### src/hdl/epc_pkg.sv
// Package for the effect page parameter controller.
// Holds the shared constants, the controller state type and the command struct.
// No dependencies.
package epc_pkg;

    // Timing constants of the audio path
    localparam int BLOCK_FRAMES    = 64;
    localparam int DEBOUNCE_BLOCKS = 3;

    // Field widths
    localparam int KNOB_W  = 12;
    localparam int SW_W    = 2;
    localparam int DELAY_W = 17;
    localparam int PARAM_W = 13;
    localparam int CLOCK_W = 32;
    localparam int CNT_W   = 4;
    localparam int SQ_W    = 2 * KNOB_W;
    localparam int SCALE_W = 31;

    // Switch codes
    localparam logic [SW_W-1:0] SW_DOWN   = 2'd0;
    localparam logic [SW_W-1:0] SW_MIDDLE = 2'd1;
    localparam logic [SW_W-1:0] SW_UP     = 2'd2;

    // Page codes
    localparam logic [1:0] PAGE_FOLD  = 2'd0;
    localparam logic [1:0] PAGE_DELAY = 2'd1;
    localparam logic [1:0] PAGE_HOLD  = 2'd3;

    // Configuration register indexes
    localparam int CFG_IDX_W = 2;
    localparam int CFG_DATA_W = 16;
    localparam logic [CFG_IDX_W-1:0] CFG_TAP_TIMEOUT   = 2'd0;
    localparam logic [CFG_IDX_W-1:0] CFG_PICKUP_WINDOW = 2'd1;

    // Register reset values
    localparam logic [15:0]       TAP_TIMEOUT_RST   = 16'd750;
    localparam logic [KNOB_W-1:0] PICKUP_WINDOW_RST = 12'd64;
    localparam logic [KNOB_W-1:0] PAGE_RST          = 12'd2048;
    localparam logic [KNOB_W-1:0] PAGE4_RST         = 12'd0;
    localparam logic [KNOB_W-1:0] PAGE5_RST         = 12'd3072;
    localparam logic [DELAY_W-1:0] TAPPED_RST       = 17'd16384;

    // Delay curve and clamp
    localparam int DELAY_MIN   = 8;
    localparam int DELAY_MAX   = 96 * 1024;
    localparam int DELAY_SCALE = 96;
    localparam int DELAY_SHIFT = 14;
    localparam int TAP_SAT_BLOCKS = DELAY_MAX / BLOCK_FRAMES;
    localparam int TAP_MIN_BLOCKS = (DELAY_MIN + BLOCK_FRAMES - 1) / BLOCK_FRAMES;

    // Output constants
    localparam logic [PARAM_W-1:0] SEND_OFFSET = 13'd4096;
    localparam logic [PARAM_W-1:0] FB_MAX      = 13'd4096;

    typedef enum logic [1:0] {
        ST_IDLE,
        ST_UPDATE,
        ST_SQUARE,
        ST_FINISH
    } t_epc_state;

    typedef struct packed {
        logic load_in;
        logic update;
        logic square;
        logic load_out;
    } t_epc_cmd;

endpackage

### src/hdl/epc_ctrl.sv
// Controller FSM: sequences load, update, square and output load for one snapshot.
// Holds the output valid flag. Depends on epc_pkg.
module epc_ctrl import epc_pkg::*; (
    input  logic     i_clk,
    input  logic     i_rst_n,
    input  logic     i_in_valid,
    input  logic     i_out_ready,
    output logic     o_in_ready,
    output logic     o_out_valid,
    output t_epc_cmd o_cmd
);

    t_epc_state r_state, n_state;
    logic       r_out_valid, n_out_valid;

    // State and valid registers
    always_ff @(posedge i_clk) begin
        if (!i_rst_n) begin
            r_state     <= ST_IDLE;
            r_out_valid <= 1'b0;
        end else begin
            r_state     <= n_state;
            r_out_valid <= n_out_valid;
        end
    end

    // Next state and commands
    always_comb begin
        n_state    = r_state;
        o_cmd      = '0;
        o_in_ready = 1'b0;
        unique case (r_state)
            ST_IDLE: begin
                o_in_ready = 1'b1;
                if (i_in_valid) begin
                    o_cmd.load_in = 1'b1;
                    n_state       = ST_UPDATE;
                end
            end
            ST_UPDATE: begin
                o_cmd.update = 1'b1;
                n_state      = ST_SQUARE;
            end
            ST_SQUARE: begin
                o_cmd.square = 1'b1;
                n_state      = ST_FINISH;
            end
            ST_FINISH: begin
                // Wait here until the output register is free
                if (!r_out_valid || i_out_ready) begin
                    o_cmd.load_out = 1'b1;
                    n_state        = ST_IDLE;
                end
            end
            default: n_state = ST_IDLE;
        endcase
        n_out_valid = o_cmd.load_out || (r_out_valid && !i_out_ready);
    end

    assign o_out_valid = r_out_valid;

endmodule

### config.mk
export PLATFORM = sky130hd
export DESIGN_NAME = epc_ctrl
export DESIGN_NICKNAME = d
export VERILOG_FILES = /design/src/hdl/epc_pkg.sv /design/src/hdl/epc_ctrl.sv
export SDC_FILE = /design/constraint.sdc
export NUM_CORES = 1
export LEC_CHECK = 0
export BUFFER_PORTS_ARGS = -buffer_cell sky130_fd_sc_hd__buf_4
export CORE_AREA = 2 2 39 41
export DETAILED_ROUTE_END_ITERATION = 6
export DIE_AREA = 0 0 41 43
export PLACE_DENSITY_LB_ADDON = 0.1
export SYNTH_ARGS = -nofsm -noshare
export SYNTH_HDL_FRONTEND = slang
export SYNTH_SLANG_ARGS = --single-unit
### constraint.sdc
create_clock -name i_clk -period 1.65 [get_ports i_clk]
set_input_delay 0.33 -clock i_clk [delete_from_list [all_inputs] [get_ports i_clk]]
set_output_delay 0.33 -clock i_clk [all_outputs]
set_load 0.05 [all_outputs]
==> out/results.tsv, run 1 <==
metric	value	unit
Gate Count Post-Synth	21	
gpl congestion	0.6282	
Layout Area Growth over Synthesis	59.63	%
clock sink count	3	
CP max FO	4	
Max Cap Violations	0	
total grt overflow	0	
Arrival @ worst endpoint	1.23	ns
CTS tree	yes	
layout cells sized above 1	0.5294	
H-tree levels	1	
DP HPWL	344.6	um
#FFs+latches synth	3	
Mapped Avg Cell Area	9.593	um^2
antenna violations before repair	0	
number of routed nets with antenna violations	0	
hold path depth	2	
Worst EP required	1.32	ns
clk_lat worst skew	0.23	ns
post-synth top area cell	dfxtp_1	
FILL cells	160	
Port-buffer cells	9	
Worst-Margin Slew	0.1101	ns
vias in the first global route	191	
crit path kind	flop to output pin	
Post-CTS Hold Fix Bufs	0	
Post-route DRC	0	
HP Class	input port to flop	
vias per inst	3.700	
Post-Syn Area	201.4	um^2
post-synth cell types	12	
Root Buffer Master	clkbuf_4	
Die ar.	1763	um^2
first-pass GRT wire length	669	um
Inserted Clock Buffers	3	
run status	finished clean	
via count	185	
max-slew violation count	0	
clock-pin transition on the worst setup and hold timing paths	0.04	ns
Clock Path Buffers	2	
nets	43	
most common cell after layout, fill and taps aside	buf_4	
Fin Setup TNS	0	ns
pin count of the biggest net entering global routing	5	
CP cell instances	inv_1 > ha_1 > and2_2 > buf_4	
RSZ-0062 raised after global routing	no	
top-area cell type share of the netlist area	0.2981	
Die Ht	43	um
Setup Skew	0.001162	ns
Cell Rows	14	
ANT cells	0	
Ys Warns	0	
Total GRT Usage	0.05918	
worst r2r dst	r_state[0]	
top cells by area, synth	dfxtp_1 (30%), ha_1 (25%), o21a_1 (7.5%)	
First-pass DRT Iterations	2	
Hold Path End	o_out_valid	
Register-to-Register Setup Slack	0.46	ns
Iter 0 DRT Violations	1	
Slew HR	0.9245	
Die X-Extent	41	um
final setup violating endpoints	0	
Period minus WS final	1.563	ns
Starting Density	0.1456	
crit path launch type	flop	
endpoint type of the worst setup path	output pin	
HP Start	i_rst_n	
r2r startpoint	r_state[0]	
syn_nets	29	
most frequent cells in the layout	buf_4 (9), ha_1 (4), inv_1 (3), clkbuf_4 (3)	
post-synthesis sequential area ratio	0.2981	
number of buffers and inverters on the critical path	2	
post-CTS setup buffer count	0	
CP delay by family, top	flip-flops	
routed len/inst	8.420	um
final hold violation count	0	
Placeable Area	1384	um^2
fmax	639.9	MHz
crit path max-delay cell type	dfxtp_2	
worst stage delay on the critical path	0.34	ns
R2R cell count	4	
fin crit share	0.9471	
final WL	421	um
I/O Pins	10	
synth_stat cells (all sizes together):
master and count:
ha 4, o21a 2, nor2b 1, nand2 2, and2b 1, a21oi 1, inv 3, dfxtp 3
mux2i 1, and3b 1, and2 1, o31a 1
layer usage:
layer  up-vias  global-route usage  wire length [um]
li1         94                   -                 -
met1        83             0.05128               160
met2         8             0.08750               218
met3         0             0.04712                43
met4         0             0.04000                 0
met5         -                   0                 0
flip-flops by register name, summed over array words and instances (netlist names):
name / cells
o_out_valid: 1
r_state: 2
stage by stage:
step | area, um^2 | utilization | worst slack (ns) | hold WS, ns | std cells
floorplan | 205.2 | - | 0.002333 | 0.4475 | 21
global placement | 292.8 | 0.2116 | 0.2794 | 0.5070 | 46
detailed placement | 292.8 | 0.2116 | 0.2687 | 0.5083 | 46
CTS | 319.1 | 0.2306 | 0.01503 | 0.3353 | 50
global route | 321.6 | 0.2324 | 0.02289 | 0.3436 | 50
finish | 321.6 | 0.2324 | 0.08725 | 0.3365 | 50
worst max path at each step:
stage / startpoint / endpoint / slack [ns] / depth (start not counted)
3_5_place_dp: r_state[0] / o_cmd[3] / 0.27 / 4
6_report: r_state[0] / o_cmd[3] / 0.09 / 4
4_1_cts: r_state[0] / o_cmd[3] / 0.02 / 4
2_1_floorplan: r_state[0] / o_cmd[3] / 0.002 / 3
3_3_place_gp: r_state[0] / o_cmd[3] / 0.28 / 4
5_1_grt: r_state[1] / o_cmd[3] / 0.02 / 4
what timing repair did:
action / CTS / global route
setup endpoints to repair: 0 / 1
endpoints found under the hold margin: 0 / 0
gates resized for setup: 0 / 2
worst register-to-register path: cells and delay by family, from the launching register on:
family / cells / cell delay (ns)
DFF: 1 / 0.33
and+or+nand+nor: 1 / 0.19
AOI/OAI and AO/OA: 2 / 0.34
adders and majority gates: 1 / 0.22
cells by family (layout without fill, tap and decap cells):
kind of cell	Yosys count	in the layout	share of synthesized area
and+or+nand+nor	6	6	0.1864
buffers and inverters	3	16	0.05590
DFF	3	3	0.2981
muxes	1	1	0.04969
AOI/OAI and AO/OA	4	4	0.1615
adders and majority gates	4	4	0.2485
cell type report:
class / instances / area, um^2 / area share
well taps: 16 / 20.02 / 0.06226
repair buffers: 9 / 67.56 / 0.2101
multi-input cells: 15 / 133.9 / 0.4163
inverters: 3 / 11.26 / 0.03502
clock buffers: 4 / 26.28 / 0.08171
flip-flops and latches: 3 / 62.56 / 0.1946
Power of run 1 is left out: the tool's default activity adds up to more than one toggle a clock period on the data nets, which glitch-free logic cannot reach.
==> inputs of run 2 (changes only) <==
- MAX_ROUTING_LAYER: unset -> met4
- RECOVER_POWER: unset -> 25
==> out/results.tsv, run 2 (synthesis gave the netlist of run 1 again) <==
metric	value	unit	change
run status	finished clean		unchanged
gpl congestion	0.6331		was 0.6282
ANT cells	0		unchanged
DP HPWL	344.6	um	unchanged
most common cell after layout, fill and taps aside	buf_4		unchanged
WL met2	217	um	was 218 um
Layout Area Growth over Synthesis	57.76	%	was 59.63%
Die X-Extent	41	um	unchanged
max-slew violation count	0		unchanged
pin count of the biggest net entering global routing	5		unchanged
Setup Skew	0.001162	ns	unchanged
Die ar.	1763	um^2	unchanged
Worst EP required	1.32	ns	about the same
Min Hold Slack	0.3365	ns	unchanged
hold path depth	2		unchanged
worst stage delay on the critical path	0.34	ns	about the same
antenna violations before repair	0		unchanged
crit path launch type	flop		unchanged
fin crit share	0.9471		unchanged
crit path kind	flop to output pin		unchanged
CTS tree	yes		unchanged
Post-CTS Hold Fix Bufs	0		unchanged
HP Class	input port to flop		unchanged
clk_lat worst skew	0.23	ns	about the same
vias per inst	3.700		unchanged
Worst-Margin Slew	0.5922	ns	was 0.1101 ns
H-tree levels	1		unchanged
clock sink count	3		unchanged
r2r startpoint	r_state[0]		unchanged
post-CTS setup buffer count	0		unchanged
Slew HR	0.6069		was 0.9245
Period minus WS final	1.563	ns	unchanged
CP max FO	4		unchanged
max reg flops	2		unchanged
I/O Pins	10		unchanged
Root Buffer Master	clkbuf_4		unchanged
final WL	423	um	was 421 um
M1 wire length	161	um	was 160 um
Clock Path Buffers	2		unchanged
Post-route DRC	0		unchanged
total grt overflow	0		unchanged
vias in the first global route	195		was 191
RSZ-0062 raised after global routing	no		unchanged
First-pass DRT Iterations	2		unchanged
Placeable Area	1384	um^2	unchanged
final core utilization	0.2297		was 0.2324
Arrival @ worst endpoint	1.23	ns	about the same
metal3 WL	44	um	was 43 um
most frequent cells in the layout	buf_4 (8), ha_1 (4), inv_1 (3), clkbuf_4 (3)		was buf_4 (9), ha_1 (4), inv_1 (3), clkbuf_4 (3)
Die Ht	43	um	unchanged
crit path max-delay cell type	dfxtp_2		unchanged
nets	43		unchanged
max layer used	met3		unchanged
Iter 0 DRT Violations	1		unchanged
layout cells sized above 1	0.5000		was 0.5294
fmax	639.9	MHz	unchanged
CP cell instances	inv_1 > ha_1 > and2_2 > buf_4		unchanged
clock-pin transition on the worst setup and hold timing paths	0.04	ns	about the same
Total GRT Usage	0.06064		was 0.05918
Cell Rows	14		unchanged
number of routed nets with antenna violations	0		unchanged
HP Start	i_rst_n		unchanged
final hold violation count	0		unchanged
via count	185		unchanged
final setup violating endpoints	0		unchanged
CP startpoint	r_state[0]		unchanged
Inserted Clock Buffers	3		unchanged
Starting Density	0.1456		unchanged
R2R cell count	4		unchanged
Max Cap Violations	0		unchanged
endpoint type of the worst setup path	output pin		unchanged
first-pass GRT wire length	669	um	unchanged
Resize count post-CTS	0		unchanged
routed len/inst	8.460	um	was 8.420 um
Port-buffer cells	9		unchanged
Fin Setup TNS	0	ns	unchanged
register with the most flip-flops	r_state		unchanged
==> run 2: path summary, 6_finish.rpt <==
check,to,slack [ns]
worst max-delay path,o_cmd[3],0.09
worst min-delay path,o_out_valid,0.34
worst max register to register,r_state[0],0.46
worst min register to register,r_state[1],0.48
==> run 2: worst max-delay path, delay by kind of cell, from the launching register on <==
| family | cells | cell delay, ns |
|---|---|---|
| flops | 1 | 0.34 |
| buf+inv | 2 | 0.24 |
| fa+ha+maj | 1 | 0.24 |
| simple gates | 1 | 0.18 |
==> run 2: stage by stage <==
| step | area, um^2 | instances | setup WS (ns) |
|---|---|---|---|
| 2_1_floorplan | 205.2 | 21 | 0.002333 |
| 3_5_place_dp | 292.8 | 46 | 0.2687 |
| 5_1_grt | 317.8 | 50 | 0.02289 |
| 6_report | 317.8 | 50 | 0.08725 |
| 4_1_cts | 319.1 | 50 | 0.01503 |
| 3_3_place_gp | 292.8 | 46 | 0.2794 |
==> run 2: layout make-up <==
| class | instances | area (um^2) |
|---|---|---|
| tap | 16 | 20.02 |
| inverter | 3 | 11.26 |
| timing repair buffer | 9 | 63.81 |
| sequential | 3 | 62.56 |
| multi-input combinational | 15 | 133.9 |
| clock buffer | 4 | 26.28 |
| fill | 161 | 1066 |
==> run 2: layer usage <==
layer,vias to the layer above,GRT usage
met5,-,-
met4,0,0.04000
met3,0,0.04712
met2,8,0.08750
met1,83,0.05128
li1,94,-
Power of run 2 is left out for the same reason.
==> inputs of run 3 (changes only) <==
- REMOVE_ABC_BUFFERS: unset -> 1
==> out/results.tsv, run 3 (synthesis gave the netlist of run 1 again) <==
metric	value	unit	change
run status	finished clean		unchanged
H-tree levels	1		unchanged
Min Hold Slack	0.3427	ns	was 0.3365 ns
worst stage delay on the critical path	0.37	ns	was 0.34 ns
via count	179		was 185
FILL cells	159		was 161
routed len/inst	8.240	um	was 8.460 um
placed cell areas	289.0	um^2	was 292.8 um^2
fmax	637.2	MHz	was 639.9 MHz
DP Cell Count	46		unchanged
Clock Path Buffers	2		unchanged
gpl congestion	0.6273		was 0.6331
I/O Pins	10		unchanged
register with the most flip-flops	r_state		unchanged
Die Ht	43	um	unchanged
nets	43		unchanged
Final Non-Filler Cells	50		unchanged
antenna violations before repair	0		unchanged
crit path kind	flop to output pin		unchanged
CTS tree	yes		unchanged
RSZ-0062 raised after global routing	no		unchanged
clk_lat worst skew	0.23	ns	about the same
most frequent cells in the layout	buf_4 (8), ha_1 (4), inv_1 (3), clkbuf_4 (3)		unchanged
HP Class	input port to flop		unchanged
Slew HR	0.6075		was 0.6069
CP max FO	4		unchanged
Total GRT Usage	0.05858		was 0.06064
Die ar.	1763	um^2	unchanged
DP HPWL	327.2	um	was 344.6 um
Reg area	61.31	um^2	was 62.56 um^2
Iter 0 DRT Violations	2		was 1
Die X-Extent	41	um	unchanged
max reg flops	2		unchanged
CP cell instances	inv_1 > ha_1 > and2_1 > buf_4		was inv_1 > ha_1 > and2_2 > buf_4
vias per inst	3.580		was 3.700
first-pass GRT wire length	607	um	was 669 um
Placeable Area	1384	um^2	unchanged
dpl ws	0.2993	ns	was 0.2687 ns
Port-buffer cells	9		unchanged
number of routed nets with antenna violations	0		unchanged
Arrival @ worst endpoint	1.24	ns	was 1.23 ns
Layout Area Growth over Synthesis	55.28	%	was 57.76%
First-pass DRT Iterations	4		was 2
setup ws final	0.08068	ns	was 0.08725 ns
Cell Rows	14		unchanged
Post-route DRC	0		unchanged
Starting Density	0.1456		unchanged
ANT cells	0		unchanged
fin crit share	0.9511		was 0.9471
layout cells sized above 1	0.4118		was 0.5000
Multi-input gate area	130.1	um^2	was 133.9 um^2
final instance area	312.8	um^2	was 317.8 um^2
crit path max-delay cell type	dfxtp_1		was dfxtp_2
Worst-Margin Slew	0.5914	ns	was 0.5922 ns
R2R cell count	4		unchanged
clock-pin transition on the worst setup and hold timing paths	0.04	ns	about the same
pin count of the biggest net entering global routing	5		unchanged
most common cell after layout, fill and taps aside	buf_4		unchanged
final hold violation count	0		unchanged
Inserted Clock Buffers	3		unchanged
vias in the first global route	156		was 195
Worst EP required	1.32	ns	about the same
Period minus WS final	1.569	ns	was 1.563 ns
final WL	412	um	was 423 um
Post-CTS Hold Fix Bufs	0		unchanged
post-CTS setup buffer count	0		unchanged
Root Buffer Master	clkbuf_4		unchanged
max-slew violation count	0		unchanged
Max Cap Violations	0		unchanged
total grt overflow	0		unchanged
endpoint type of the worst setup path	output pin		unchanged
final setup violating endpoints	0		unchanged
hold path depth	2		unchanged
crit path launch type	flop		unchanged
Setup Skew	0.001992	ns	was 0.001162 ns
clock sink count	3		unchanged
-- run 3: changes by cell type in the layout (fill, tap and decap cells not counted) --
cell     before  now
nor2b_2       1    0
dfxtp_1       1    2
nor2b_1       0    1
and2_1        0    1
and2_2        1    0
dfxtp_2       2    1
-- run 3: what timing repair did --
item / 4_1_cts / 5_1_grt
gates resized for setup: 0 / 1
setup endpoints to repair: 0 / 1
hold endpoints to repair: 0 / 0
-- run 3: layout make-up --
type,count,area share
Multi-Input combinational cell,15,0.4160
Timing Repair Buffer,9,0.2040
Sequential cell,3,0.1960
Clock buffer,4,0.08400
Tap cell,16,0.06400
Inverter,3,0.03600
-- run 3: routing by layer --
layer  track usage  vias to the layer above  share of wire
li1              -                       94              -
met1       0.06090                       78           0.36
met2       0.07188                        7           0.53
met3       0.03141                        0           0.10
met4       0.06000                        0              0
met5             -                        -              0
-- run 3: critical path: cells and delay by family, from the launching register on --
| kind | cells | cell delay (ns) |
|---|---|---|
| flip-flops | 1 | 0.37 |
| buffers and inverters | 2 | 0.26 |
| adder cells (fa/ha/maj) | 1 | 0.23 |
| AND/OR/NAND/NOR | 1 | 0.15 |
-- run 3: final timing paths --
kind	start	to	slack [ns]
min reg2reg	r_state[1]	r_state[1]	0.50
max	r_state[1]	o_cmd[3]	0.08
min	i_rst_n	o_out_valid	0.34
max reg2reg	r_state[1]	r_state[0]	0.44
-- run 3: through the flow --
step | utilization | setup TNS [ns]
6_report | 0.2260 | 0
5_1_grt | 0.2260 | 0
4_1_cts | 0.2278 | 0
3_5_place_dp | 0.2089 | 0
3_3_place_gp | 0.2089 | 0
2_1_floorplan | - | -0.2187
Power of run 3 is left out for the same reason.
