$ cat config.mk
export PLATFORM = sky130hd
export DESIGN_NAME = epc_datapath
export DESIGN_NICKNAME = d
export VERILOG_FILES = /design/src/hdl/epc_pkg.sv /design/src/hdl/epc_datapath.sv
export SDC_FILE = /design/constraint.sdc
export NUM_CORES = 1
export LEC_CHECK = 0
export BUFFER_PORTS_ARGS = -buffer_cell sky130_fd_sc_hd__buf_2
export CAP_MARGIN = 20
export CORE_MARGIN = 2
export CORE_UTILIZATION = 65
export CTS_CLUSTER_DIAMETER = 150
export DETAILED_ROUTE_END_ITERATION = 8
export GPL_ROUTABILITY_DRIVEN = 0
export PLACE_DENSITY_LB_ADDON = 0.12
export SYNTH_ARGS = -nofsm -noshare
export SYNTH_HDL_FRONTEND = slang
export SYNTH_SLANG_ARGS = --single-unit
$ cat constraint.sdc
create_clock -name i_clk -period 13.2 [get_ports i_clk]
set_clock_uncertainty 0.15 [all_clocks]
set_input_delay 1.32 -clock i_clk [delete_from_list [all_inputs] [get_ports i_clk]]
set_output_delay 1.32 -clock i_clk [all_outputs]
set_load 0.01 [all_outputs]
$ cat src/hdl/epc_pkg.sv
// Package for the effect page parameter controller.
// Holds the shared constants, the controller state type and the command struct.
// No dependencies.
package epc_pkg;

    // Timing constants of the audio path
    localparam int BLOCK_FRAMES    = 64;
    localparam int DEBOUNCE_BLOCKS = 3;

    // Field widths
    localparam int KNOB_W  = 12;
    localparam int SW_W    = 2;
    localparam int DELAY_W = 17;
    localparam int PARAM_W = 13;
    localparam int CLOCK_W = 32;
    localparam int CNT_W   = 4;
    localparam int SQ_W    = 2 * KNOB_W;
    localparam int SCALE_W = 31;

    // Switch codes
    localparam logic [SW_W-1:0] SW_DOWN   = 2'd0;
    localparam logic [SW_W-1:0] SW_MIDDLE = 2'd1;
    localparam logic [SW_W-1:0] SW_UP     = 2'd2;

    // Page codes
    localparam logic [1:0] PAGE_FOLD  = 2'd0;
    localparam logic [1:0] PAGE_DELAY = 2'd1;
    localparam logic [1:0] PAGE_HOLD  = 2'd3;

    // Configuration register indexes
    localparam int CFG_IDX_W = 2;
    localparam int CFG_DATA_W = 16;
    localparam logic [CFG_IDX_W-1:0] CFG_TAP_TIMEOUT   = 2'd0;
    localparam logic [CFG_IDX_W-1:0] CFG_PICKUP_WINDOW = 2'd1;

    // Register reset values
    localparam logic [15:0]       TAP_TIMEOUT_RST   = 16'd750;
    localparam logic [KNOB_W-1:0] PICKUP_WINDOW_RST = 12'd64;
    localparam logic [KNOB_W-1:0] PAGE_RST          = 12'd2048;
    localparam logic [KNOB_W-1:0] PAGE4_RST         = 12'd0;
    localparam logic [KNOB_W-1:0] PAGE5_RST         = 12'd3072;
    localparam logic [DELAY_W-1:0] TAPPED_RST       = 17'd16384;

    // Delay curve and clamp
    localparam int DELAY_MIN   = 8;
    localparam int DELAY_MAX   = 96 * 1024;
    localparam int DELAY_SCALE = 96;
    localparam int DELAY_SHIFT = 14;
    localparam int TAP_SAT_BLOCKS = DELAY_MAX / BLOCK_FRAMES;
    localparam int TAP_MIN_BLOCKS = (DELAY_MIN + BLOCK_FRAMES - 1) / BLOCK_FRAMES;

    // Output constants
    localparam logic [PARAM_W-1:0] SEND_OFFSET = 13'd4096;
    localparam logic [PARAM_W-1:0] FB_MAX      = 13'd4096;

    typedef enum logic [1:0] {
        ST_IDLE,
        ST_UPDATE,
        ST_SQUARE,
        ST_FINISH
    } t_epc_state;

    typedef struct packed {
        logic load_in;
        logic update;
        logic square;
        logic load_out;
    } t_epc_cmd;

endpackage

$ cat src/hdl/epc_datapath.sv
// Datapath: page values, switch debounce, tap tempo, delay curve and output register.
// Driven by the command struct from epc_ctrl. Depends on epc_pkg.
module epc_datapath import epc_pkg::*; (
    input  logic                      i_clk,
    input  logic                      i_rst_n,
    input  t_epc_cmd                  i_cmd,
    input  logic                      i_cfg_we,
    input  logic [CFG_IDX_W-1:0]      i_cfg_idx,
    input  logic [CFG_DATA_W-1:0]     i_cfg_data,
    input  logic [KNOB_W-1:0]         i_main_knob,
    input  logic [KNOB_W-1:0]         i_x_knob,
    input  logic [KNOB_W-1:0]         i_y_knob,
    input  logic [SW_W-1:0]           i_switch_position,
    output logic [KNOB_W-1:0]         o_drive,
    output logic signed [PARAM_W-1:0] o_delay_send,
    output logic [DELAY_W-1:0]        o_delay_time,
    output logic [PARAM_W-1:0]        o_delay_feedback,
    output logic [KNOB_W-1:0]         o_reverb_send,
    output logic [KNOB_W-1:0]         o_reverb_feedback,
    output logic signed [PARAM_W-1:0] o_wet_dry_mix,
    output logic [KNOB_W-1:0]         o_output_level,
    output logic                      o_wavefold_on
);

    // Configuration
    logic [15:0]        r_tap_timeout;
    logic [KNOB_W-1:0]  r_pickup_window;

    // Latched snapshot
    logic [1:0]         r_mode;
    logic [KNOB_W-1:0]  r_x, r_y;
    logic [SW_W-1:0]    r_sw;

    // Block state
    logic [KNOB_W-1:0]  r_page [8];
    logic [KNOB_W-1:0]  n_page [8];
    logic [SW_W-1:0]    r_stable, n_stable;
    logic [SW_W-1:0]    r_cand, n_cand;
    logic [CNT_W-1:0]   r_cnt, n_cnt;
    logic               r_fold, n_fold;
    logic               r_armed, n_armed;
    logic [CLOCK_W-1:0] r_clk, r_first, n_first, r_last, n_last;
    logic [DELAY_W-1:0] r_tapped, n_tapped;
    logic [KNOB_W-1:0]  r_pick_ref, n_pick_ref;
    logic               r_tap_act, n_tap_act;
    logic [SQ_W-1:0]    r_sq;

    // Update-stage helpers
    logic signed [KNOB_W:0] delta;
    logic                   release_tap;
    logic                   tap_mid;
    logic                   pressed;
    logic                   new_seq;
    logic [CLOCK_W-1:0]     since_last, elapsed;
    logic [DELAY_W-1:0]     tap_time;

    // Finish-stage helpers
    logic [SCALE_W-1:0]     scaled;
    logic [DELAY_W-1:0]     curve;
    logic                   hold;
    logic [PARAM_W-1:0]     send, mix;

    // Configuration writes; other indexes are ignored
    always_ff @(posedge i_clk) begin
        if (!i_rst_n) begin
            r_tap_timeout   <= TAP_TIMEOUT_RST;
            r_pickup_window <= PICKUP_WINDOW_RST;
        end else if (i_cfg_we) begin
            if (i_cfg_idx == CFG_TAP_TIMEOUT) r_tap_timeout <= i_cfg_data;
            if (i_cfg_idx == CFG_PICKUP_WINDOW) r_pickup_window <= i_cfg_data[KNOB_W-1:0];
        end
    end

    // Capture snapshot, saturating the unused switch code to up
    always_ff @(posedge i_clk) begin
        if (i_cmd.load_in) begin
            r_mode <= i_main_knob[KNOB_W-1:KNOB_W-2];
            r_x    <= i_x_knob;
            r_y    <= i_y_knob;
            r_sw   <= i_switch_position[1] ? SW_UP : i_switch_position;
        end
    end

    // Compute next block state from the latched snapshot
    always_comb begin
        n_page     = r_page;
        n_stable   = r_stable;
        n_cand     = r_cand;
        n_cnt      = r_cnt;
        n_armed    = r_armed;
        n_fold     = r_fold;
        n_first    = r_first;
        n_last     = r_last;
        n_tapped   = r_tapped;
        n_pick_ref = r_pick_ref;
        pressed    = 1'b0;

        // Pickup: release the tapped time once X leaves the window
        delta       = $signed({1'b0, r_x}) - $signed({1'b0, r_pick_ref});
        release_tap = (delta > $signed({1'b0, r_pickup_window})) ||
                      (delta < -$signed({1'b0, r_pickup_window}));
        tap_mid     = r_tap_act && !((r_mode == PAGE_DELAY) && release_tap);

        // Page write
        for (int i = 0; i < 8; i++) begin
            if (3'(i) == {r_mode, 1'b0} && !((r_mode == PAGE_DELAY) && tap_mid))
                n_page[i] = r_x;
            if (3'(i) == {r_mode, 1'b1})
                n_page[i] = r_y;
        end

        // Debounce
        if (r_sw != r_cand) begin
            n_cand = r_sw;
            n_cnt  = CNT_W'(1);
        end else if (r_cnt < CNT_W'(DEBOUNCE_BLOCKS)) begin
            n_cnt = r_cnt + CNT_W'(1);
        end else if (r_stable == r_cand) begin
            if (r_stable != SW_DOWN) n_armed = 1'b1;
        end else begin
            n_stable = r_cand;
            if (r_cand != SW_DOWN) n_armed = 1'b1;
            else pressed = r_armed;
        end

        // Wavefold toggle
        if (pressed && r_mode == PAGE_FOLD) n_fold = !r_fold;

        // Tap tempo
        since_last = r_clk - r_last;
        elapsed    = r_clk - r_first;
        new_seq    = (r_first == '0) || (since_last > {16'd0, r_tap_timeout});
        if (elapsed > CLOCK_W'(TAP_SAT_BLOCKS))
            tap_time = DELAY_W'(DELAY_MAX);
        else if (elapsed < CLOCK_W'(TAP_MIN_BLOCKS))
            tap_time = DELAY_W'(DELAY_MIN);
        else
            tap_time = DELAY_W'(elapsed[DELAY_W-1:0] * DELAY_W'(BLOCK_FRAMES));
        n_tap_act = tap_mid;
        if (pressed && r_mode == PAGE_DELAY) begin
            if (new_seq) begin
                n_first = r_clk;
            end else begin
                n_tapped   = tap_time;
                n_pick_ref = r_x;
                n_tap_act  = 1'b1;
            end
            n_last = r_clk;
        end
    end

    // Block state registers
    always_ff @(posedge i_clk) begin
        if (!i_rst_n) begin
            for (int i = 0; i < 8; i++) begin
                if (i == 4) r_page[i] <= PAGE4_RST;
                else if (i == 5) r_page[i] <= PAGE5_RST;
                else r_page[i] <= PAGE_RST;
            end
            r_stable   <= SW_MIDDLE;
            r_cand     <= SW_MIDDLE;
            r_cnt      <= CNT_W'(DEBOUNCE_BLOCKS);
            r_fold     <= 1'b0;
            r_armed    <= 1'b0;
            r_clk      <= '0;
            r_first    <= '0;
            r_last     <= '0;
            r_tapped   <= TAPPED_RST;
            r_pick_ref <= '0;
            r_tap_act  <= 1'b0;
        end else begin
            // Advance the block clock as the snapshot is taken
            if (i_cmd.load_in) r_clk <= r_clk + CLOCK_W'(1);
            if (i_cmd.update) begin
                r_page     <= n_page;
                r_stable   <= n_stable;
                r_cand     <= n_cand;
                r_cnt      <= n_cnt;
                r_fold     <= n_fold;
                r_armed    <= n_armed;
                r_first    <= n_first;
                r_last     <= n_last;
                r_tapped   <= n_tapped;
                r_pick_ref <= n_pick_ref;
                r_tap_act  <= n_tap_act;
            end
        end
    end

    // Square the delay page's first value
    always_ff @(posedge i_clk) begin
        if (i_cmd.square) r_sq <= r_page[2] * r_page[2];
    end

    // Scale, clamp and apply the page-3 hold
    always_comb begin
        scaled = SCALE_W'(r_sq) * SCALE_W'(DELAY_SCALE);
        curve  = scaled[DELAY_SHIFT+DELAY_W-1:DELAY_SHIFT];
        if (scaled[SCALE_W-1:DELAY_SHIFT] < (SCALE_W-DELAY_SHIFT)'(DELAY_MIN))
            curve = DELAY_W'(DELAY_MIN);
        else if (scaled[SCALE_W-1:DELAY_SHIFT] > (SCALE_W-DELAY_SHIFT)'(DELAY_MAX))
            curve = DELAY_W'(DELAY_MAX);
        hold = (r_mode == PAGE_HOLD) && r_armed && (r_stable == SW_DOWN);
        send = {r_page[1], 1'b0} - SEND_OFFSET;
        mix  = {r_page[6], 1'b0} - SEND_OFFSET;
    end

    // Output register
    always_ff @(posedge i_clk) begin
        if (i_cmd.load_out) begin
            o_delay_time      <= r_tap_act ? r_tapped : curve;
            o_reverb_send     <= r_page[4];
            o_reverb_feedback <= r_page[5];
            o_output_level    <= r_page[7];
            o_wavefold_on     <= r_fold;
            if (hold) begin
                o_drive          <= '0;
                o_delay_send     <= '0;
                o_delay_feedback <= FB_MAX;
                o_wet_dry_mix    <= mix[PARAM_W-1] ? '0 : $signed(mix);
            end else begin
                o_drive          <= r_page[0];
                o_delay_send     <= $signed(send);
                o_delay_feedback <= {1'b0, r_page[3]};
                o_wet_dry_mix    <= $signed(mix);
            end
        end
    end

endmodule

==> results.py, run 1 <==
metrics = {
    "status": {
        "status": "completed",
    },
    "timing": {
        "slew-limit-headroom_pct": 26.7,
        "setup-tns-final_ns": 0,
        "fin_ws_ns": 6.58,
        "drv_slew": 0,
        "final.min_clock_period_ns": 6.62,
        "tightest_slew_ns": 1.10,
        "max_freq_ghz": 0.151,
        "hold_violations": 0,
        "finalSetupViolations": 0,
        "rsz0062_at_grt": "false",
        "fin_crit_sh_pct": 50.1,
    },
    "synthesis": {
        "synthTopCellsByArea": "dfxtp_1 (20%), edfxtp_1 (18%), ha_1 (9.7%)",
        "synth_edf_count": 153,
        "ys.warnings.count": 0,
        "syn-cell-area_sq_mm": 0.0254,
        "yosys.area.top_type": "dfxtp_1",
        "ys_ff_latch": 408,
        "avgSynthCellArea_sq_um": 8.87,
        "yosysUniqueCellTypes": 88,
        "netlist_instances": 2864,
        "synth_top_area_share_pct": 20.1,
        "synthFlopType": "dfxtp_1",
        "yosysSeqAreaShare_pct": 38.2,
        "synthArstFlopShare_pct": 0,
    },
    "floorplan": {
        "pin_count": 168,
        "die_h_um": 202,
        "num_rows": 72,
        "initial_utilization_pct": 65.7,
        "coreArea_sq_mm": 0.0386,
        "dieArea_sq_mm": 0.0407,
        "dieWidth_um": 202,
    },
    "clocking": {
        "clock_sinks": 408,
        "cts_setup_buffers": 0,
        "ctsResizeCount": 0,
        "numCtsBuffers": 42,
        "root_buffer": "clkbuf_16",
        "path_clk_slew_ns": 0.07,
        "hold_buffers": 0,
        "clock_path_buffers": 3,
        "clock_latency_ns": 0.59,
        "cts_tree": "done",
        "htreeDepth": 2,
    },
    "power": {
        "p_per_area_mw_per_mm2": 108,
        "power_mw": 3.01,
        "ir_worst_vdd_uv": 99.3,
        "p_leak_nw": 12.1,
    },
    "routing": {
        "firstDrtPassIters": 6,
        "routed_wl_um": 60600,
        "route.vias.total": 20700,
        "vias_per_cell": 5.91,
        "remaining_drc_errors": 0,
        "ant_nets": 0,
        "drt_iter0_markers": 1436,
        "wire_per_inst_um": 17.3,
    },
    "grt": {
        "track_usage_pct": 29.8,
        "antenna_found_initial": 0,
        "grt_pass1_vias": 20300,
        "grt_pass1_wl_um": 99800,
        "grt_overflow_total": 0,
        "grt_max_degree": 151,
    },
    "worst_setup_path": {
        "worstPathRequired_ns": 13.38,
        "crit_path_max_incr_delay_ns": 0.74,
        "arrival_ns": 6.80,
        "path_class": "reg2reg",
        "crit_slowest_cell": "dfxtp_1",
        "path_cells": "nand2_1 -> inv_1 -> fa_1 -> fa_1 -> inv_1 -> fa_1 -> inv_1 -> fa_1 -> inv_1 -> fa_1 -> inv_1 -> ha_1 -> a2111oi_0 -> o31ai_1 -> nor4_1 -> o31ai_1 -> o41a_1 -> a21o_1 -> a21oi_1 -> xor2_1",
        "crit_fanout": 13,
        "cp-start-kind": "flip-flop",
        "setup.worst_path.end_class": "flip-flop",
    },
    "worst_hold_path": {
        "holdCritPathClass": "reg2reg",
    },
    "final_layout": {
        "drive_gt1_share_pct": 9.34,
        "area_growth_pct": 9.90,
        "final-instance-count-excl-fill": 3506,
        "fin_nets": 3298,
        "design_area_sq_mm": 0.0279,
        "diodes": 0,
    },
    "placed_design": {
        "dp.cells": 3425,
        "dp_hpwl_um": 43200,
        "dp_slack_ns": 6.67,
        "portBuffers": 155,
        "dpl_cell_area_sq_mm": 0.0265,
    },
    "run": {
        "cap_violations": 0,
    },
}
-- Yosys cell counts (7+ instances only) --
cell type  instances
a2111oi_0          7
a211o_1            7
a211oi_1          16
a21o_1            45
a21oi_1          257
a31oi_1           15
and2_1            87
and3_1            24
buf_2              7
clkbuf_1         111
dfxtp_1          255
edfxtp_1         153
fa_1              85
ha_1             196
inv_1            284
mux2i_1           26
nand2_1          426
nand2b_1          27
nand3_1           90
nand3b_1          10
nand4_1           33
nor2_1           169
nor2b_1           36
nor3_1            33
nor3b_1            9
nor4_1            28
o211ai_1          21
o21a_1            22
o21ai_0           71
o21bai_1           8
o31a_1             8
o31ai_1           39
or2_2             10
or3_1             18
or4_1              8
xnor2_1           63
xor2_1            42
-- cells in the final DEF (no fill, tap or decap), drive strengths merged, types with 18 or more instances in the layout --
master    n
nand2   426
inv     289
a21oi   261
dfxtp   255
ha      196
nor2    170
buf     169
edfxtp  153
nand3    90
and2     87
fa       85
o21ai    79
xnor2    63
clkbuf   55
a21o     45
xor2     42
o31ai    39
nor2b    36
nor3     34
nand4    33
nor4     28
nand2b   27
mux2i    26
and3     24
o21a     22
o211ai   21
or3      18
-- power by group --
group          internal (mW)  switching (mW)  total, mW
Clock                  0.688           0.511       1.20
Combinational          0.162           0.240      0.402
Sequential              1.37          0.0426       1.41
Total                   2.22           0.794       3.01
-- state kept, by name, indices dropped and copies added (netlist names), 13 cells and up --
name / flops
r_tap_timeout: 16
r_page: 96
r_first: 32
r_last: 32
o_delay_time: 17
r_sq: 22
o_delay_feedback: 13
r_clk: 32
-- kinds of logic after synthesis --
family	share of synthesized area [%]
and+or+nand+nor	19.5
AOI/OAI and AO/OA	14.9
buffers and inverters	6.11
DFF	38.2
adders and majority gates	16.3
xor gates and xnor gates	3.62
muxes	1.35
other	0.0148
-- critical path: cells and delay by family (launching register included) --
family / cells / cell delay [ns]
AOI/OAI and AO/OA: 6 / 1.64
xor gates and xnor gates: 1 / 0.09
adders and majority gates: 6 / 2.78
buffers and inverters: 5 / 0.38
DFF: 1 / 0.74
and+or+nand+nor: 2 / 0.57
-- per-stage QoR --
stage | util [%] | hold slack [ns]
2_1_floorplan | - | 0.258
3_3_place_gp | 68.5 | 0.263
3_5_place_dp | 68.5 | 0.266
6_report | 72.3 | 0.269
4_1_cts | 72.1 | 0.272
5_1_grt | 72.3 | 0.282
-- metal layers --
metal,wire [um],part of all wire [%],GRT usage [%]
met5,0,0,0
met3,3610,5.9,4.16
met4,1660,2.7,9.66
met2,29700,49,52.1
met1,25700,42,38.4
-- path summary, 6_finish.rpt --
check | from | to | slack (ns) | cells past startpoint
worst max register to register | r_page[63]$_SDFFE_PN0P_ | r_sq[23]$_DFFE_PP_ | 6.58 | 20
worst min register to register | r_page[35]$_SDFFE_PN1P_ | o_reverb_feedback[11]$_DFFE_PP_ | 0.27 | 0
worst max-delay path | r_page[63]$_SDFFE_PN0P_ | r_sq[23]$_DFFE_PP_ | 6.58 | 20
worst min-delay path | r_page[35]$_SDFFE_PN1P_ | o_reverb_feedback[11]$_DFFE_PP_ | 0.27 | 0
-- cell type report --
cell class | instances | area, sq um
Sequential cell | 408 | 9700
Multi-Input combinational cell | 2048 | 14200
Tap cell | 518 | 648
Fill cell | 2880 | 10700
Clock inverter | 23 | 278
Inverter | 285 | 1070
Clock buffer | 55 | 1120
Timing Repair Buffer | 169 | 915
(Power assumes the default switching activity.)
==> run 2, diff against run 1 <==
--- a/config.mk
+++ b/config.mk
@@ -8,7 +8,7 @@
 export BUFFER_PORTS_ARGS = -buffer_cell sky130_fd_sc_hd__buf_2
 export CAP_MARGIN = 20
 export CORE_MARGIN = 2
-export CORE_UTILIZATION = 65
+export CORE_UTILIZATION = 62
 export CTS_CLUSTER_DIAMETER = 150
 export DETAILED_ROUTE_END_ITERATION = 8
 export GPL_ROUTABILITY_DRIVEN = 0
==> constraint.sdc (replaced) <==
create_clock -name i_clk -period 6.2 [get_ports i_clk]
set_clock_uncertainty 0.15 [all_clocks]
set_input_delay 0.62 -clock i_clk [delete_from_list [all_inputs] [get_ports i_clk]]
set_output_delay 0.62 -clock i_clk [all_outputs]
set_load 0.01 [all_outputs]
==> run 2 against run 1 <==
Die area increased by 4.7%; via count increased by 0.25%; combinational power increased by 120%; setup slack got worse by 6.3 ns; largest cell class unchanged; total power increased by 110%.
==> results.py, run 2 (synthesis gave the netlist of run 1 again) <==
metrics = {
    "worst_setup_path": {
        "worstPathRequired_ns": 6.35,
        "cp-start-kind": "flip-flop",
        "crit_slowest_cell": "fa_1",
        "path_class": "reg2reg",
        "path_common_cell": "fa_1",
        "worst-path-buf-inv": 6,
        "r2r_start": "r_page[63]$_SDFFE_PN0P_",
        "r2r_end": "r_sq[23]$_DFFE_PP_",
        "crit_path_max_incr_delay_ns": 0.56,
        "arrival_ns": 6.10,
        "path_cells": "buf_4 -> and2_1 -> fa_1 -> fa_1 -> inv_1 -> fa_1 -> inv_1 -> fa_1 -> inv_1 -> fa_1 -> inv_1 -> ha_1 -> a2111oi_1 -> buf_4 -> o31ai_1 -> nor4_2 -> o31ai_1 -> o41a_1 -> a21o_1 -> a21oi_1 -> xor2_1",
        "reg2reg_depth": 21,
        "crit_fanout": 7,
        "worst-path-stages": 21,
        "setup.worst_path.end_class": "flip-flop",
        "r2r_setup_slack_ns": 0.25,
        "critical-path-top-delay-family": "adder cells",
    },
    "final_layout": {
        "layout_commonest_cell": "nand2_1",
        "largest_register": "r_page",
        "multi_input_area_sq_mm": 0.0142,
        "design_area_sq_mm": 0.0282,
        "seq_area_sq_mm": 0.00971,
        "drive_gt1_share_pct": 10.6,
        "fill_cells": 3168,
        "fin_util_pct": 69.4,
        "final_cell_mix": "nand2_1 (426), inv_1 (284), a21oi_1 (257)",
        "area_growth_pct": 11.0,
        "largest_reg_flops": 96,
        "fin_nets": 3329,
    },
    "timing": {
        "setup-tns-final_ns": 0,
        "rsz0062_at_grt": "false",
        "whs_ns": 0.0673,
        "tightest_slew_ns": 1.10,
        "max_freq_ghz": 0.168,
        "slew-limit-headroom_pct": 26.8,
        "hold_violations": 0,
        "fin_crit_sh_pct": 96.0,
        "drv_slew": 0,
        "final.min_clock_period_ns": 5.95,
        "finalSetupViolations": 0,
    },
    "clocking": {
        "root_buffer": "clkbuf_16",
        "path_clk_slew_ns": 0.07,
        "clock_sinks": 408,
        "clock_path_buffers": 3,
        "cts_tree": "done",
        "htreeDepth": 2,
        "clock_latency_ns": 0.57,
        "numCtsBuffers": 42,
        "cts_setup_buffers": 0,
    },
    "grt": {
        "grt_pass1_wl_um": 99400,
        "antenna_found_initial": 0,
        "track_usage_pct": 28.7,
        "grt_pass1_vias": 20100,
        "grt_overflow_total": 0,
        "grt_max_degree": 101,
    },
    "worst_hold_path": {
        "holdPathStages": 1,
        "holdCritPathClass": "in2reg",
        "hp-start": "i_y_knob[6]",
        "hold_end": "r_y[6]$_DFFE_PP_",
    },
    "routing": {
        "wl_met2_um": 29200,
        "topRoutingLayerUsed": "met4",
        "route.vias.total": 20800,
        "m1WireLength_um": 26100,
        "drt_iter0_markers": 1505,
        "firstDrtPassIters": 6,
        "wire_per_inst_um": 17.0,
        "ant_nets": 0,
        "remaining_drc_errors": 0,
        "vias_per_cell": 5.86,
        "routed_wl_um": 60200,
        "wl_met3_um": 3450,
    },
    "floorplan": {
        "initial_utilization_pct": 62.5,
        "coreArea_sq_mm": 0.0406,
        "dieWidth_um": 206,
        "die_h_um": 206,
        "dieArea_sq_mm": 0.0426,
        "pin_count": 168,
        "num_rows": 74,
    },
    "run": {
        "cap_violations": 0,
    },
    "placed_design": {
        "dp_hpwl_um": 44300,
        "dpl_cell_area_sq_mm": 0.0268,
        "portBuffers": 155,
    },
    "status": {
        "status": "completed",
    },
    "power": {
        "p_leak_nw": 12.2,
        "ir_worst_vdd_uv": 176,
        "p_per_area_mw_per_mm2": 226,
    },
}
[run 2: what timing repair did]
| item | 4_1_cts | 5_1_grt |
|---|---|---|
| hold buffers | 0 | 0 |
| gates resized for setup | 2 | 9 |
| hold endpoints to repair | 0 | 0 |
| setup endpoints to repair | 1 | 49 |
[run 2: worst register-to-register path, cell delays in order (launching register included)]
cell	delay [ns]
dfxtp_1	0.33
buf_4	0.17
and2_1	0.18
fa_1	0.41
fa_1	0.55
inv_1	0.05
fa_1	0.47
inv_1	0.05
fa_1	0.53
inv_1	0.06
fa_1	0.56
inv_1	0.05
ha_1	0.23
a2111oi_1	0.38
buf_4	0.20
o31ai_1	0.13
nor4_2	0.25
o31ai_1	0.16
o41a_1	0.35
a21o_1	0.18
a21oi_1	0.16
xor2_1	0.08
[run 2: where the power goes]
| part | internal (mW) | leakage, nW | switching [mW] | total (mW) |
|---|---|---|---|---|
| Sequential | 2.91 | 3.61 | 0.0829 | 3.00 |
| Clock | 1.42 | 0.670 | 1.07 | 2.50 |
| Combinational | 0.350 | 7.96 | 0.519 | 0.869 |
[run 2: per-stage QoR]
step,std cells,total power [mW],worst slack [ns]
after detailed placement,3470,3.90,0.0543
after global routing,3549,6.63,0.00909
after floorplan,2865,3.62,0.390
after CTS,3546,6.40,0.0456
after global placement,3469,3.87,0.208
final,3550,6.36,0.249
[run 2: per-layer routing]
layer | GRT usage (%) | vias to the layer above
met5 | 0 | -
met4 | 8.52 | 0
met3 | 3.94 | 122
met2 | 49.5 | 657
met1 | 37.6 | 9901
li1 | - | 10100
[run 2: how the worst max path moves through the flow]
| stage | startpoint | end | slack, ns |
|---|---|---|---|
| 2_1_floorplan | r_page[62]$_SDFFE_PN0P_ | r_sq[23]$_DFFE_PP_ | 0.39 |
| 3_3_place_gp | r_page[61]$_SDFFE_PN0P_ | r_sq[23]$_DFFE_PP_ | 0.21 |
| 3_5_place_dp | r_page[61]$_SDFFE_PN0P_ | r_sq[23]$_DFFE_PP_ | 0.05 |
| 4_1_cts | r_page[64]$_SDFFE_PN0P_ | r_sq[23]$_DFFE_PP_ | 0.05 |
| 5_1_grt | r_page[62]$_SDFFE_PN0P_ | r_sq[23]$_DFFE_PP_ | 0.009 |
| 6_report | r_page[63]$_SDFFE_PN0P_ | r_sq[23]$_DFFE_PP_ | 0.25 |
[run 2: area by class of cell]
type | instances | share of cell area, %
diodes | 1 | 0.00888
repair buffers | 200 | 4.13
inverters | 285 | 3.81
multi-input cells | 2048 | 50.4
well taps | 532 | 2.36
clock inverters | 19 | 0.688
clock buffers | 57 | 4.15
flip-flops and latches | 408 | 34.4
==> run 3, diff against run 2 <==
--- a/config.mk
+++ b/config.mk
@@ -13,6 +13,7 @@
 export DETAILED_ROUTE_END_ITERATION = 8
 export GPL_ROUTABILITY_DRIVEN = 0
 export PLACE_DENSITY_LB_ADDON = 0.12
+export SLEW_MARGIN = 20
 export SYNTH_ARGS = -nofsm -noshare
 export SYNTH_HDL_FRONTEND = slang
 export SYNTH_SLANG_ARGS = --single-unit
==> constraint.sdc (replaced) <==
create_clock -name i_clk -period 6.2 [get_ports i_clk]
set_clock_uncertainty 0.15 [all_clocks]
set_input_delay 0.93 -clock i_clk [delete_from_list [all_inputs] [get_ports i_clk]]
set_output_delay 0.93 -clock i_clk [all_outputs]
set_load 0.01 [all_outputs]
==> run 3 against run 2 <==
Largest power group unchanged; via count increased by 0.28%; critical path depth unchanged; critical path type unchanged; die area is the same; highest routed layer unchanged; register-to-register slack better by 0.03 ns; critical endpoint is now r_tapped[15]$_SDFFE_PN0P_.
==> results.py, run 3 (synthesis gave the netlist of run 1 again) <==
metrics = {
    "status": {
        "status": "completed",
    },
    "clocking": {
        "path_clk_slew_ns": 0.06,
        "hold_buffers": 0,
        "root_buffer": "clkbuf_16",
        "htreeDepth": 2,
        "cts_setup_buffers": 0,
        "cts_tree": "done",
        "clock_path_buffers": 3,
        "clock_sinks": 408,
        "clock_latency_ns": 0.57,
        "numCtsBuffers": 43,
    },
    "final_layout": {
        "multi_input_area_sq_mm": 0.0142,
        "fill_cells": 3159,
        "drive_gt1_share_pct": 10.4,
        "final_cell_mix": "nand2_1 (426), inv_1 (284), a21oi_1 (257)",
        "largest_register": "r_page",
        "diodes": 0,
        "final-instance-count-excl-fill": 3546,
        "fin_nets": 3324,
        "area_growth_pct": 10.8,
        "largest_reg_flops": 96,
        "seq_area_sq_mm": 0.00970,
        "layout_commonest_cell": "nand2_1",
    },
    "worst_setup_path": {
        "cp-start-kind": "flip-flop",
        "r2r_end": "r_tapped[15]$_SDFFE_PN0P_",
        "crit_end": "r_tapped[15]$_SDFFE_PN0P_",
        "r2r_start": "r_clk[0]$_SDFFE_PN0P_",
        "reg2reg_depth": 21,
        "arrival_ns": 6.23,
        "worstPathRequired_ns": 6.51,
        "path_class": "reg2reg",
        "crit_fanout": 6,
        "startpoint": "r_clk[0]$_SDFFE_PN0P_",
        "r2r_setup_slack_ns": 0.27,
        "setup.worst_path.end_class": "flip-flop",
    },
    "floorplan": {
        "die_h_um": 206,
        "pin_count": 168,
        "coreArea_sq_mm": 0.0406,
        "dieWidth_um": 206,
        "dieArea_sq_mm": 0.0426,
        "num_rows": 74,
        "initial_utilization_pct": 62.5,
    },
    "timing": {
        "drv_slew": 0,
        "slew-limit-headroom_pct": 28.0,
        "setup-tns-final_ns": 0,
        "final.min_clock_period_ns": 5.93,
        "finalSetupViolations": 0,
        "rsz0062_at_grt": "false",
        "tightest_slew_ns": 1.08,
        "max_freq_ghz": 0.169,
        "hold_violations": 0,
        "fin_crit_sh_pct": 95.6,
    },
    "routing": {
        "wire_per_inst_um": 17.2,
        "ant_nets": 0,
        "route.vias.total": 20800,
        "drt_iter0_markers": 1486,
        "vias_per_cell": 5.88,
        "routed_wl_um": 60900,
        "firstDrtPassIters": 8,
        "remaining_drc_errors": 0,
    },
    "grt": {
        "use_met2_pct": 50.8,
        "grtUsageMet3_pct": 3.28,
        "grt_pass1_vias": 20300,
        "use_met1_pct": 37.2,
        "antenna_found_initial": 0,
        "grt_overflow_total": 0,
        "busiest_layer": "met2",
        "track_usage_pct": 28.7,
        "grt_max_degree": 87,
        "grt_pass1_wl_um": 99500,
    },
    "placed_design": {
        "dp.cells": 3465,
        "portBuffers": 155,
        "dp_hpwl_um": 44400,
    },
    "power": {
        "p_per_area_mw_per_mm2": 228,
        "p_leak_nw": 12.2,
        "ir_worst_vdd_uv": 208,
    },
    "worst_hold_path": {
        "holdCritPathClass": "reg2reg",
    },
    "run": {
        "cap_violations": 0,
    },
}
-- run 3: where the power goes --
part	total [mW]	switching, mW	internal, mW
sequential	3.00	0.0831	2.91
clock	2.55	1.11	1.45
combinational	0.870	0.522	0.348
total	6.42	1.71	4.71
-- run 3: repair_timing --
item / in CTS / in global routing
endpoints found under the hold margin: 0 / 0
setup endpoints to repair: 0 / 7
resized for setup: 0 / 7
-- run 3: worst min path at each step --
stage / endpoint / from / slack, ns / depth (start not counted)
3_5_place_dp: o_output_level[1]$_DFFE_PP_ / r_page[1]$_SDFFE_PN0P_ / 0.26 / 0
4_1_cts: o_reverb_send[11]$_DFFE_PP_ / r_page[47]$_SDFFE_PN0P_ / 0.28 / 0
5_1_grt: o_reverb_send[10]$_DFFE_PP_ / r_page[46]$_SDFFE_PN0P_ / 0.29 / 0
3_3_place_gp: o_reverb_feedback[7]$_DFFE_PP_ / r_page[31]$_SDFFE_PN0P_ / 0.26 / 0
2_1_floorplan: o_output_level[0]$_DFFE_PP_ / r_page[0]$_SDFFE_PN0P_ / 0.26 / 0
6_report: o_reverb_send[11]$_DFFE_PP_ / r_page[47]$_SDFFE_PN0P_ / 0.28 / 0
-- run 3: worst max-delay path: stages (launching register included) --
cell,delay (ns)
dfxtp_1,0.36
inv_1,0.13
ha_1,0.18
inv_1,0.06
fa_1,0.41
a21o_1,0.20
a221oi_2,0.34
nand3_1,0.15
a31oi_1,0.34
nor2_1,0.09
xor2_1,0.16
ha_1,0.31
nand4_1,0.12
or2_2,0.32
or4_1,0.52
o41ai_1,0.16
nor3b_1,0.30
nand4_1,0.15
nor4_1,0.39
buf_4,0.19
nand4_1,0.31
o311a_1,0.46
-- run 3: cell type report --
| type | instances | area share (%) |
|---|---|---|
| multi-input cells | 2048 | 50.5 |
| flip-flops and latches | 408 | 34.5 |
| clock buffers | 62 | 4.40 |
| repair buffers | 194 | 3.89 |
| inverters | 285 | 3.82 |
| well taps | 532 | 2.36 |
| clock inverters | 17 | 0.582 |
-- run 3: through the flow --
step	setup slack (ns)	hold WS [ns]	util, %	power (mW)	area, sq um
2_1_floorplan	0.390	0.258	-	3.62	25400
3_3_place_gp	0.207	0.263	65.7	3.87	26700
3_5_place_dp	0.0981	0.265	65.7	3.90	26700
4_1_cts	0.0912	0.279	69.1	6.45	28100
5_1_grt	0.0113	0.291	69.3	6.67	28200
6_report	0.275	0.280	69.3	6.42	28200
-- run 3: per-layer routing --
metal | vias to the layer above | share of wire (%)
li1 | 10100 | -
met1 | 10000 | 43
met4 | 0 | 2.1
met3 | 92 | 5.0
met5 | - | 0
met2 | 638 | 50
